<file path="src/b64e_pkg.sv">
// b64e_pkg: shared types, constants and the sextet-to-ASCII mapping for the
// streaming Base64 encoder. No dependencies.
`default_nettype none

package b64e_pkg;

   localparam int QUEUE_DEPTH = 2;

   localparam logic [7:0] PAD_FINAL = 8'h3D;  // '='
   localparam logic [7:0] PAD_JOIN  = 8'h41;  // 'A'

   // One classified input byte: up to four characters ready to go out
   typedef struct packed {
      logic [3:0][7:0] chars;
      logic [1:0]      last_idx;
      logic            text_last;
   } job_type;

   function automatic logic [7:0] sextet_char(input logic [5:0] s);
      logic [7:0] v;
      begin
         v = {2'b00, s};
         if (s < 6'd26) begin
            return 8'h41 + v;                // 'A'..'Z'
         end else if (s < 6'd52) begin
            return 8'h61 + (v - 8'd26);      // 'a'..'z'
         end else if (s < 6'd62) begin
            return 8'h30 + (v - 8'd52);      // '0'..'9'
         end else if (s == 6'd62) begin
            return 8'h2B;                    // '+'
         end else begin
            return 8'h2F;                    // '/'
         end
      end
   endfunction

endpackage

`default_nettype wire

</file>
<file path="src/b64e_front.sv">
// b64e_front: takes input bytes, tracks the position in the 3-byte group and
// the leftover bits, and builds one job of characters per byte. Uses b64e_pkg.
`default_nettype none

module b64e_front
   import b64e_pkg::*;
(
   input  wire logic       clock,
   input  wire logic       reset,
   input  wire logic       take,
   input  wire logic [7:0] in_byte,
   input  wire logic       last_byte,
   input  wire logic       final_chunk,
   output job_type         job
);

   logic [1:0] group_pos_ff, group_pos_in;
   logic [3:0] held_ff, held_in;
   logic [7:0] pad;

   always_comb begin
      pad          = final_chunk ? PAD_FINAL : PAD_JOIN;
      job.chars    = {4{pad}};
      job.last_idx = 2'd0;
      job.text_last = last_byte;
      group_pos_in = group_pos_ff;
      held_in      = held_ff;
      case (group_pos_ff)
         2'd1: begin
            job.chars[0] = sextet_char({held_ff[1:0], in_byte[7:4]});
            group_pos_in = 2'd2;
            held_in      = in_byte[3:0];
            if (last_byte) begin
               job.chars[1] = sextet_char({in_byte[3:0], 2'b00});
               job.last_idx = 2'd2;
            end
         end
         2'd2: begin
            job.chars[0] = sextet_char({held_ff, in_byte[7:6]});
            job.chars[1] = sextet_char(in_byte[5:0]);
            job.last_idx = 2'd1;
            group_pos_in = 2'd0;
            held_in      = 4'd0;
         end
         default: begin
            job.chars[0] = sextet_char(in_byte[7:2]);
            group_pos_in = 2'd1;
            held_in      = {2'b00, in_byte[1:0]};
            if (last_byte) begin
               job.chars[1] = sextet_char({in_byte[1:0], 4'b0000});
               job.last_idx = 2'd3;
            end
         end
      endcase
      // flush returns the group to its start
      if (last_byte) begin
         group_pos_in = 2'd0;
         held_in      = 4'd0;
      end
   end

   always_ff @(posedge clock) begin
      if (reset) begin
         group_pos_ff <= 2'd0;
         held_ff      <= 4'd0;
      end else if (take) begin
         group_pos_ff <= group_pos_in;
         held_ff      <= held_in;
      end
   end

endmodule

`default_nettype wire

</file>
<file path="src/b64e_queue.sv">
// b64e_queue: short register queue of jobs between front and back.
// Uses b64e_pkg for the job type.
`default_nettype none

module b64e_queue
   import b64e_pkg::*;
#(
   parameter int DEPTH = QUEUE_DEPTH
) (
   input  wire logic    clock,
   input  wire logic    reset,
   input  wire logic    wr_en,
   input  wire job_type wr_job,
   output logic         full,
   input  wire logic    rd_en,
   output job_type      rd_job,
   output logic         rd_valid
);

   localparam int PTR_W = (DEPTH > 1) ? $clog2(DEPTH) : 1;
   localparam int CNT_W = $clog2(DEPTH + 1);

   job_type            entries_ff [DEPTH];
   logic [PTR_W-1:0]   wr_ptr_ff, rd_ptr_ff;
   logic [CNT_W-1:0]   count_ff;
   logic               do_wr, do_rd;

   assign full     = (count_ff == CNT_W'(DEPTH));
   assign rd_valid = (count_ff != '0);
   assign rd_job   = entries_ff[rd_ptr_ff];
   assign do_wr    = wr_en && !full;
   assign do_rd    = rd_en && rd_valid;

   always_ff @(posedge clock) begin
      if (do_wr) begin
         entries_ff[wr_ptr_ff] <= wr_job;
      end
   end

   always_ff @(posedge clock) begin
      if (reset) begin
         wr_ptr_ff <= '0;
         rd_ptr_ff <= '0;
         count_ff  <= '0;
      end else begin
         if (do_wr) begin
            wr_ptr_ff <= (wr_ptr_ff == PTR_W'(DEPTH - 1)) ? '0 : wr_ptr_ff + 1'b1;
         end
         if (do_rd) begin
            rd_ptr_ff <= (rd_ptr_ff == PTR_W'(DEPTH - 1)) ? '0 : rd_ptr_ff + 1'b1;
         end
         if (do_wr && !do_rd) begin
            count_ff <= count_ff + 1'b1;
         end else if (do_rd && !do_wr) begin
            count_ff <= count_ff - 1'b1;
         end
      end
   end

endmodule

`default_nettype wire

</file>
<file path="src/b64e_back.sv">
// b64e_back: walks the characters of the head job into the output register,
// one per cycle while it is empty or popped. Uses b64e_pkg for the job type.
`default_nettype none

module b64e_back
   import b64e_pkg::*;
(
   input  wire logic       clock,
   input  wire logic       reset,
   input  wire job_type    job,
   input  wire logic       job_valid,
   output logic            job_done,
   output logic            rsp_empty,
   input  wire logic       rsp_pop,
   output logic [7:0]      rsp_out_char,
   output logic            rsp_run_last,
   output logic            rsp_text_last
);

   logic [1:0] idx_ff, idx_in;
   logic       valid_ff, valid_in;
   logic [7:0] char_ff;
   logic       run_last_ff, text_last_ff;
   logic       load, at_end;

   assign load     = job_valid && (!valid_ff || rsp_pop);
   assign at_end   = (idx_ff == job.last_idx);
   assign job_done = load && at_end;
   assign idx_in   = at_end ? 2'd0 : idx_ff + 2'd1;
   assign valid_in = load ? 1'b1 : (rsp_pop ? 1'b0 : valid_ff);

   always_ff @(posedge clock) begin
      if (reset) begin
         idx_ff   <= 2'd0;
         valid_ff <= 1'b0;
      end else begin
         valid_ff <= valid_in;
         if (load) begin
            idx_ff <= idx_in;
         end
      end
   end

   // payload of the output register
   always_ff @(posedge clock) begin
      if (load) begin
         char_ff      <= job.chars[idx_ff];
         run_last_ff  <= at_end;
         text_last_ff <= at_end && job.text_last;
      end
   end

   assign rsp_empty     = !valid_ff;
   assign rsp_out_char  = char_ff;
   assign rsp_run_last  = run_last_ff;
   assign rsp_text_last = text_last_ff;

endmodule

`default_nettype wire

</file>
<file path="src/base64_encoder_stream_unit.sv">
// Streaming Base64 encoder: one byte in per transfer, ASCII characters out.
// A byte's characters pass through the job queue and then the output stage.
// Throughput: one character per cycle from the output stage while the receiver
// pops; a byte yields 1 to 4 characters, a full group of 3 bytes yields 4.
// Reset (synchronous, active high) empties the job queue and output stage and
// returns the group position to the start of a group.
`default_nettype none

module base64_encoder_stream_unit
   import b64e_pkg::*;
#(
   parameter int QUEUE_DEPTH_P = QUEUE_DEPTH
) (
   input  wire logic       clock,
   input  wire logic       reset,
   input  wire logic       req_push,
   output logic            req_full,
   input  wire logic [7:0] req_in_byte,
   input  wire logic       req_last_byte,
   input  wire logic       req_final_chunk,
   output logic            rsp_empty,
   input  wire logic       rsp_pop,
   output logic [7:0]      rsp_out_char,
   output logic            rsp_run_last,
   output logic            rsp_text_last
);

   job_type new_job, head_job;
   logic    take, head_valid, head_done;

   assign take = req_push && !req_full;

   b64e_front u_front (
      .clock       (clock),
      .reset       (reset),
      .take        (take),
      .in_byte     (req_in_byte),
      .last_byte   (req_last_byte),
      .final_chunk (req_final_chunk),
      .job         (new_job)
   );

   b64e_queue #(
      .DEPTH (QUEUE_DEPTH_P)
   ) u_queue (
      .clock    (clock),
      .reset    (reset),
      .wr_en    (take),
      .wr_job   (new_job),
      .full     (req_full),
      .rd_en    (head_done),
      .rd_job   (head_job),
      .rd_valid (head_valid)
   );

   b64e_back u_back (
      .clock         (clock),
      .reset         (reset),
      .job           (head_job),
      .job_valid     (head_valid),
      .job_done      (head_done),
      .rsp_empty     (rsp_empty),
      .rsp_pop       (rsp_pop),
      .rsp_out_char  (rsp_out_char),
      .rsp_run_last  (rsp_run_last),
      .rsp_text_last (rsp_text_last)
   );

endmodule

`default_nettype wire

</file>
<file path="config.mk">
export PLATFORM = sky130hd
export DESIGN_NAME = base64_encoder_stream_unit
export DESIGN_NICKNAME = d
export VERILOG_FILES = /design/src/b64e_pkg.sv /design/src/b64e_front.sv /design/src/b64e_queue.sv /design/src/b64e_back.sv /design/src/base64_encoder_stream_unit.sv
export SDC_FILE = /design/constraint.sdc
export NUM_CORES = 1
export LEC_CHECK = 0
export BUFFER_PORTS_ARGS = -buffer_cell sky130_fd_sc_hd__clkbuf_2
export CAP_MARGIN = 0
export CORE_UTILIZATION = 55
export DETAILED_ROUTE_END_ITERATION = 10
export GPL_TIMING_DRIVEN = 0
export PLACE_DENSITY_LB_ADDON = 0.25
export SYNTH_ARGS = -nofsm -noshare
export SYNTH_HDL_FRONTEND = slang
export SYNTH_SLANG_ARGS = --single-unit
</file>
<file path="constraint.sdc">
create_clock -name clock -period 3.39 [get_ports clock]
set_input_delay 0.678 -clock clock [delete_from_list [all_inputs] [get_ports clock]]
set_output_delay 0.678 -clock clock [all_outputs]
set_load 0.02 [all_outputs]
</file>
==> results.toml, run 1 <==
[run_status]
outcome = "completed"

[yosys]
yosys.area_share.simple = 0.158
synth.most_common_cell = "edfxtp_1"
synth_top_cell_by_area = "edfxtp_1"
synth_warnings = 0
syn_avg_cell_area_sq_um = 9.63
synth_top_family_by_area = "compound AO/OA/AOI/OAI gates"
synth-compound-area-share = 0.180
yosysUniqueCellTypes = 70
async_flop_share = 0
synth_area_leaders = "edfxtp_1, ha_1, dfxtp_1, xnor2_1, a21oi_1"
synth_flop_cell = "edfxtp_1"
synth_edf_count = 52
synth_xor_area_frac = 0.0937
synth_commonest_cells = "edfxtp_1, ha_1, nor2_1"
syn_area_sq_um = 5180
ys_seq_area_frac = 0.355
syn-num-nets = 598
synthMuxAreaShare = 0.0567
yosysTopAreaCellShare = 0.301
synthAdderAreaFrac = 0.111
synthCells = 538
ys_ff_latch = 66

[placed_design]
dp_slack_ns = -0.00407
dp_hpwl_mm = 9.75
port_buffers = 25
routabilityCongestion = 0.976
dpl_cell_area_sq_um = 5480

[setup_path]
r2r-start = "u_front.held_ff[0]"
r2r-end = "u_queue.entries_ff[0][9]"
crit_path_top_delay_cell = "o32ai_1"
crit_arrival_ns = 3.17
crit_required_ns = 3.45
worst-path-buf-inv = 3
cpMostUsedCell = "a21oi_1"
critical_path.top_delay_family = "buffers and inverters"
worst_r2r_path_depth = 9
cp-start-kind = "input port"
endpoint_kind = "register"
path_max_fanout = 10
crit_type = "in -> reg"
cp_slowest_stage_delay_ns = 0.51
cp_cell_sequence = "clkbuf_2 -> clkbuf_1 -> inv_1 -> ha_1 -> a21oi_1 -> xnor2_1 -> nor2_1 -> a21oi_1 -> nor3_1 -> o32ai_1"
worst-r2r-setup-slack_ns = 0.76

[hold_path]
hp-class = "reg -> reg"
hold_path_depth = 2
min_from = "u_back.valid_ff"
min_to = "u_back.valid_ff"

[cells_and_area]
final_util = 0.619
diodes = 0
regArea_sq_um = 1840
syn_to_final_growth_pct = 9.80
multiInputGateArea_sq_um = 3110
drive_gt1_frac = 0.169
layout.nets = 636
stdcell_area_sq_um = 5690
nFillCells = 768

[sta]
timing.final.crit_share = 0.918
period_needed_ns = 3.11
rsz0062_at_grt = "no"
tightest_slew_ns = 0.557
maxSlewHeadroom = 0.624
worst_slack_ns = 0.278
final_max_slew_viol_count = 0
skew_ns = 0.0129
fmax_mhz = 321
hold_viol_final = 0
finalSetupViolations = 0

[clocking]
post_cts_buffers = 0
cts_made_buffers = 9
cts_tree = "built"
cts-htree-levels = 3
clock-root-buffer = "clkbuf_8"
insertion_delay_ns = 0.33
cts_hold_buf = 0
clock_sinks = 66
cts_buffer_depth = 2
ctsResizeCount = 0
clkTransAtPathRegs_ns = 0.07

[routing]
vias = 4247
top_layer = "met4"
wl_met3_um = 693
viasPerCell = 6.14
wl_per_cell_um = 18.4
finalWirelength_mm = 12.8
met2_length_mm = 6.13
antenna_left = 0
drt-initial-drc-count = 285
drc_errors = 0
wl_met1_mm = 5.58
drtPass1Iterations = 5

[floorplan]
die_h_um = 99.1
die_area_sq_um = 9810
die_w_um = 99.1
coreArea_sq_um = 9200
row_count = 35
pin_count = 26
initial_core_util = 0.563

[power]
p_per_area_nw_per_um2 = 525
irDropWorstVdd_mv = 0.262
p_leak_uw = 0.00217

[global_routing]
grt_start_max_net_pins = 20
grt_pass1_vias = 4079
grt_overflow = 0
grt_first_pass_wirelength_mm = 20.8
antenna_found_initial = 0
grt_usage = 0.274

[run]
drv_cap = 0
-- kinds of logic after synthesis --
kind of cell / count (synthesis)
multiplexers: 19
XOR/XNOR: 52
adder cells (fa/ha/maj): 46
flip-flops: 66
AO/OA/AOI/OAI: 140
buffers and inverters: 50
AND/OR/NAND/NOR: 165
-- worst max path at each step --
stage	to	slack [ns]	cells past startpoint	startpoint
after floorplan	u_queue.entries_ff[0][17]	0.85	10	req_in_byte[1]
after global placement	u_queue.entries_ff[1][16]	-0.02	10	req_in_byte[2]
after detailed placement	u_queue.entries_ff[0][16]	-0.004	10	req_in_byte[2]
after CTS	u_queue.entries_ff[0][16]	0.33	10	req_in_byte[2]
after global routing	u_queue.entries_ff[0][16]	0.08	10	req_in_byte[2]
final	u_queue.entries_ff[0][16]	0.28	10	req_in_byte[2]
-- per-stage QoR --
| step | power (uW) | TNS (ns) | cells | hold slack, ns |
|---|---|---|---|---|
| floorplan | 2030 | 0 | 538 | 0.456 |
| finish | 2990 | 0 | 692 | 0.503 |
| global route | 3160 | 0 | 692 | 0.531 |
| CTS | 3000 | 0 | 692 | 0.510 |
| detailed placement | 2350 | -0.00813 | 676 | 0.499 |
| global placement | 2290 | -0.0365 | 674 | 0.477 |
-- cells in the final DEF, fill, tap and decap left out, types with 8 or more instances in the layout --
| cell | n |
|---|---|
| edfxtp_1 | 52 |
| ha_1 | 46 |
| nand2_1 | 44 |
| nor2_1 | 43 |
| a21oi_1 | 40 |
| xnor2_1 | 29 |
| o21ai_0 | 26 |
| clkbuf_2 | 25 |
| xor2_1 | 19 |
| inv_1 | 18 |
| nor3_1 | 14 |
| dfxtp_1 | 14 |
| clkbuf_8 | 13 |
| clkbuf_1 | 13 |
| nand3_1 | 13 |
| o211ai_1 | 10 |
| nor2b_1 | 9 |
| buf_2 | 9 |
| mux2i_1 | 8 |
| mux4_2 | 8 |
-- report_power, final --
group          leakage [uW]  switching [uW]  internal [uW]
clock network      0.000108             280            372
logic               0.00146             689            440
registers          0.000602            76.8           1130
-- sequential cells by signal, summed over array words and instances, names as in the netlist, named ones only --
register and cells:
u_back.idx_ff 2, u_back.rsp_out_char 8, u_back.rsp_run_last 1, u_back.rsp_text_last 1
u_back.valid_ff 1, u_front.group_pos_ff 2, u_front.held_ff 4, u_queue.count_ff 2
u_queue.entries_ff 42, u_queue.rd_ptr_ff 1, u_queue.wr_ptr_ff 1
-- final cells by class --
cell class,count,share of cell area
tap,111,0.0244
inverter,22,0.0145
timing repair buffer,27,0.0273
clock inverter,2,0.00264
multi-input combinational,422,0.547
sequential,66,0.324
clock buffer,14,0.0341
buffer,28,0.0268
-- layer usage --
metal,vias to the layer above,GRT usage
met3,30,0.0319
li1,2039,-
met4,0,0.118
met5,-,0
met2,170,0.459
met1,2008,0.360
-- worst min-delay path: stages, from the launching register on --
cell and delay, ns:
dfxtp_1 0.32, nand2b_1 0.08, a21oi_1 0.06
Power figures use the tool's default switching activity.
==> run 2, diff against run 1 <==
- SYNTH_HIERARCHICAL: unset -> 1
==> results.toml, run 2 <==
[cells_and_area]
largest_reg_flops = 70
final_util = 0.626
layout_common_cells = "edfxtp_1, nand2_1, ha_1, nor2_1, a21oi_1"
regMostFlops = "u_queue/entries_ff"
layout.nets = 746
diodes = 0
drive_gt1_frac = 0.209
syn_to_final_growth_pct = 9.73
layout_commonest_cell = "edfxtp_1"
stdcell_area_sq_um = 7240

[clocking]
clkTransAtPathRegs_ns = 0.06
clock-root-buffer = "clkbuf_16"
insertion_delay_ns = 0.33
clock_sinks = 94
cts_buffer_depth = 2
cts-htree-levels = 3
cts_made_buffers = 9
cts_tree = "built"
cts_hold_buf = 0

[floorplan]
row_count = 39
coreArea_sq_um = 11600
initial_core_util = 0.570
pin_count = 26
die_area_sq_um = 12400
die_h_um = 112
die_w_um = 112

[power]
intPower_uw = 2670
p_per_area_nw_per_um2 = 538
p_sw_uw = 1220
swShare = 0.314
p_leak_uw = 0.00276
seq_power_share = 0.441
irDropWorstVdd_mv = 0.278
clockPowerShare = 0.224
comb_power_share = 0.334

[global_routing]
grt_first_pass_wirelength_mm = 24.5
grt_usage = 0.253
antenna_found_initial = 0
grt_overflow = 0
grt_start_max_net_pins = 36
grt_pass1_vias = 4779

[routing]
antenna_left = 0
drc_errors = 4
drtPass1Iterations = 8
drt-initial-drc-count = 486
finalWirelength_mm = 15.2
vias = 5031
viasPerCell = 6.04
wl_per_cell_um = 18.3

[setup_path]
endpoint_kind = "register"
crit_arrival_ns = 3.20
cp_slowest_stage_delay_ns = 0.37
crit_required_ns = 3.47
worst_r2r_path_depth = 10
crit_type = "in -> reg"
crit_path_top_delay_cell = "a21oi_1"
cp-start-kind = "input port"
cp_cell_sequence = "clkbuf_2 -> buf_2 -> clkinvlp_4 -> ha_1 -> a21oi_1 -> nand2b_1 -> nand2_1 -> ha_1 -> xnor2_1 -> a21oi_1 -> a221oi_1 -> or2_1"
path_max_fanout = 10

[yosys]
yosysUniqueCellTypes = 70
synth_commonest_cells = "edfxtp_1, nand2_1, ha_1"
synth_flop_cell = "edfxtp_1"
synth_edf_count = 80
synth_warnings = 6
synth_top_cell_by_area = "edfxtp_1"
synth.most_common_cell = "edfxtp_1"
syn_avg_cell_area_sq_um = 10.3
syn_area_sq_um = 6600
synth_area_leaders = "edfxtp_1, ha_1, mux2_2, dfxtp_1, xnor2_1"
async_flop_share = 0
synthCells = 640
ys_ff_latch = 94
ys_seq_area_frac = 0.407
yosysTopAreaCellShare = 0.364

[sta]
finalSetupViolations = 0
final_max_slew_viol_count = 0
period_needed_ns = 3.12
fmax_mhz = 320
hold_slack_ns = 0.504
tightest_slew_ns = 0.884
maxSlewHeadroom = 0.411
hold_viol_final = 0
timing.final.crit_share = 0.921
skew_ns = 0.00416
rsz0062_at_grt = "no"

[placed_design]
routabilityCongestion = 0.916
port_buffers = 25
dp_hpwl_mm = 11.2
dpl_cell_area_sq_um = 6950

[run]
drv_cap = 0

[hold_path]
hold_path_depth = 2
hp-class = "reg -> reg"

[run_status]
violations = "design-rule violations"
outcome = "finished, violations left"
-- run 2: changes by cell type in the layout (fill, tap and decap cells not counted), moves of 10 or more --
| cell | before | now |
|---|---|---|
| clkbuf_8 | 13 | 0 |
| mux2_2 | 3 | 35 |
| edfxtp_1 | 52 | 80 |
| buf_4 | 3 | 23 |
| buf_2 | 9 | 19 |
-- run 2: kinds of logic (layout without fill, tap and decap cells) --
logic type               count (synthesis)  count (layout)  share of synthesized area
AND/OR/NAND/NOR                        175             175                      0.129
AO/OA/AOI/OAI                          153             153                      0.152
flip-flops                              94              94                      0.407
buffers and inverters                   70             116                     0.0558
XOR/XNOR                                50              50                     0.0687
multiplexers                            49              49                     0.0979
adder cells (fa/ha/maj)                 47              47                     0.0891
other                                    2               6                    0.00114
-- run 2: critical path: cells and delay by family --
family / cells / cell delay [ns]
adder cells (fa/ha/maj): 2 / 0.45
AO/OA/AOI/OAI: 3 / 0.61
buffers and inverters: 3 / 0.72
XOR/XNOR: 1 / 0.12
AND/OR/NAND/NOR: 3 / 0.62
-- run 2: path summary, 6_finish.rpt --
check,start,end,slack (ns)
worst max-delay path,req_in_byte[3],u_queue/entries_ff[1][17],0.27
worst min-delay path,u_queue/wr_ptr_ff,u_queue/wr_ptr_ff,0.50
worst max register to register,u_front/held_ff[0],u_queue/entries_ff[1][9],0.28
worst min register to register,u_queue/wr_ptr_ff,u_queue/wr_ptr_ff,0.50
-- run 2: metal layers --
metal / global-route usage / vias to the layer above / wire [um]
met3: 0.0196 / 29 / 727
li1: - / 2420 / -
met2: 0.436 / 185 / 7560
met4: 0.113 / 0 / 390
met5: 0 / - / 0
met1: 0.327 / 2397 / 6570
-- run 2: layout make-up --
class	instances	area, sq um
multi-input combinational	480	3560
inverter	22	86.3
buffer	48	285
clock inverter	4	23.8
sequential	94	2680
clock buffer	12	236
tap	143	179
timing repair buffer	30	183
fill	967	4330
-- run 2: metrics by stage --
stage          instances  setup slack [ns]  power, uW  TNS [ns]
6_report             833             0.268       3890         0
5_1_grt              833            0.0537       4090         0
4_1_cts              829            0.0302       3910         0
3_5_place_dp         813            -0.323       3030     -1.44
3_3_place_gp         812            -0.271       2970    -0.902
2_1_floorplan        644             0.438       2660         0
-- run 2: power groups by stage --
stage	clock network, uW	logic, uW	registers (uW)
2_1_floorplan	0	857	1800
3_3_place_gp	0	1230	1730
3_5_place_dp	0	1290	1740
4_1_cts	893	1300	1720
5_1_grt	942	1410	1740
6_report	874	1300	1720
-- run 2: repair_timing --
item,in CTS,in global routing
setup endpoints to repair,0,4
gates resized for setup,0,1
buffers inserted,0,4
==> run 3, diff against run 2 <==
- CTS_BUF_LIST: unset -> sky130_fd_sc_hd__clkbuf_2
==> results.toml, run 3 (same netlist as run 2, synthesis figures left out) <==
[run_status]
outcome = "finished, violations left"
violations = "design-rule violations"

[cells_and_area]
diodes = 0
syn_to_final_growth_pct = 6.54
largest_reg_flops = 70
nFillCells = 995
regMostFlops = "u_queue/entries_ff"
drive_gt1_frac = 0.207
layout.nets = 742
layout_common_cells = "edfxtp_1, nand2_1, ha_1, nor2_1, a21oi_1"
layout_commonest_cell = "edfxtp_1"

[global_routing]
grt_overflow = 0
grt_usage = 0.249
grt_start_max_net_pins = 36
antenna_found_initial = 0
grt_first_pass_wirelength_mm = 24.2
grt_pass1_vias = 4756

[hold_path]
min_to = "u_back/valid_ff"
hp-class = "in -> reg"
min_from = "rsp_pop"
hold_path_depth = 3

[clocking]
post_cts_buffers = 0
cts-htree-levels = 3
cts_hold_buf = 0
clock-root-buffer = "clkbuf_2"
cts_buffer_depth = 2
clock_sinks = 94
insertion_delay_ns = 0.52
clkTransAtPathRegs_ns = 0.21
cts_tree = "built"
cts_made_buffers = 9
ctsResizeCount = 0

[routing]
viasPerCell = 5.99
drc_errors = 4
wl_per_cell_um = 18.0
drt-initial-drc-count = 424
vias = 4962
drtPass1Iterations = 10
antenna_left = 0
finalWirelength_mm = 14.9

[setup_path]
crit_path_top_delay_cell = "clkinv_1"
worst-r2r-setup-slack_ns = 0.27
r2r-end = "u_queue/entries_ff[0][9]"
path_max_fanout = 13
crit_required_ns = 3.79
cp_slowest_stage_delay_ns = 0.44
crit_arrival_ns = 3.60
cp-start-kind = "input port"
r2r-start = "u_front/held_ff[0]"
crit_type = "in -> reg"
worst_r2r_path_depth = 10
cp_cell_sequence = "clkbuf_2 -> buf_2 -> clkinv_1 -> ha_1 -> a21oi_1 -> nand2b_1 -> nand2_1 -> ha_1 -> xnor2_1 -> a21oi_1 -> a221oi_1 -> or2_1"
endpoint_kind = "register"

[run]
drv_cap = 0

[sta]
hold_slack_ns = 0.501
period_needed_ns = 3.20
maxSlewHeadroom = 0.415
timing.final.crit_share = 0.944
skew_ns = 0.0202
finalSetupViolations = 0
hold_viol_final = 0
tightest_slew_ns = 0.878
rsz0062_at_grt = "no"
fmax_mhz = 312
final_max_slew_viol_count = 0

[placed_design]
routabilityCongestion = 0.916
dp_hpwl_mm = 11.2
port_buffers = 25

[floorplan]
row_count = 39
die_h_um = 112
die_area_sq_um = 12400
initial_core_util = 0.570
coreArea_sq_um = 11600
die_w_um = 112
pin_count = 26

[power]
power_uw = 3440
p_leak_uw = 0.00268
irDropWorstVdd_mv = 0.199
p_per_area_nw_per_um2 = 489
## run 3: changes by cell type in the layout (fill, tap and decap cells not counted), sizes merged
cell,delta
clkinv,+1
clkinvlp,-1
buf,-4
## run 3: through the flow
stage / std cells / setup TNS, ns / utilization / setup slack [ns] / cell area, sq um
2_1_floorplan: 644 / 0 / - / 0.438 / 6610
3_3_place_gp: 812 / -0.902 / 0.598 / -0.271 / 6920
3_5_place_dp: 813 / -1.44 / 0.601 / -0.323 / 6950
4_1_cts: 829 / 0 / 0.608 / 0.247 / 7030
5_1_grt: 829 / 0 / 0.608 / 0.0205 / 7030
6_report: 829 / 0 / 0.608 / 0.190 / 7030
## run 3: worst max-delay path, delay by kind of cell
family / cells / cell delay (ns)
AO/OA/AOI/OAI: 3 / 0.77
XOR/XNOR: 1 / 0.15
adder cells (fa/ha/maj): 2 / 0.57
buffers and inverters: 3 / 0.88
AND/OR/NAND/NOR: 3 / 0.55
## run 3: area by class of cell
cell class | instances | area [sq um] | area share
buffer | 48 | 285 | 0.0406
clock buffer | 12 | 60.1 | 0.00854
clock inverter | 4 | 23.8 | 0.00338
inverter | 22 | 82.6 | 0.0117
multi-input combinational | 480 | 3560 | 0.507
sequential | 94 | 2680 | 0.382
tap | 143 | 179 | 0.0255
timing repair buffer | 26 | 153 | 0.0217
## run 3: worst max-delay path by stage
stage | from | to | slack [ns] | cells past startpoint
6_report | req_in_byte[3] | u_queue/entries_ff[1][17] | 0.19 | 12
5_1_grt | req_in_byte[3] | u_queue/entries_ff[1][17] | 0.02 | 12
4_1_cts | u_front/held_ff[0] | u_queue/entries_ff[1][9] | 0.25 | 10
3_5_place_dp | req_in_byte[3] | u_queue/entries_ff[1][17] | -0.32 | 12
3_3_place_gp | req_in_byte[3] | u_queue/entries_ff[0][17] | -0.27 | 12
2_1_floorplan | req_in_byte[3] | u_queue/entries_ff[0][17] | 0.44 | 11
## run 3: metal layers
layer  share of wire  routed length, um  GRT usage
met5               0                  0          0
met3           0.052                783     0.0261
met2            0.49               7290      0.426
met1            0.44               6520      0.325
met4           0.023                347     0.0991
## run 3: power by group
part	total, uW	internal (uW)	switching (uW)
clock	440	104	336
sequential	1710	1620	87.0
combinational	1290	545	743
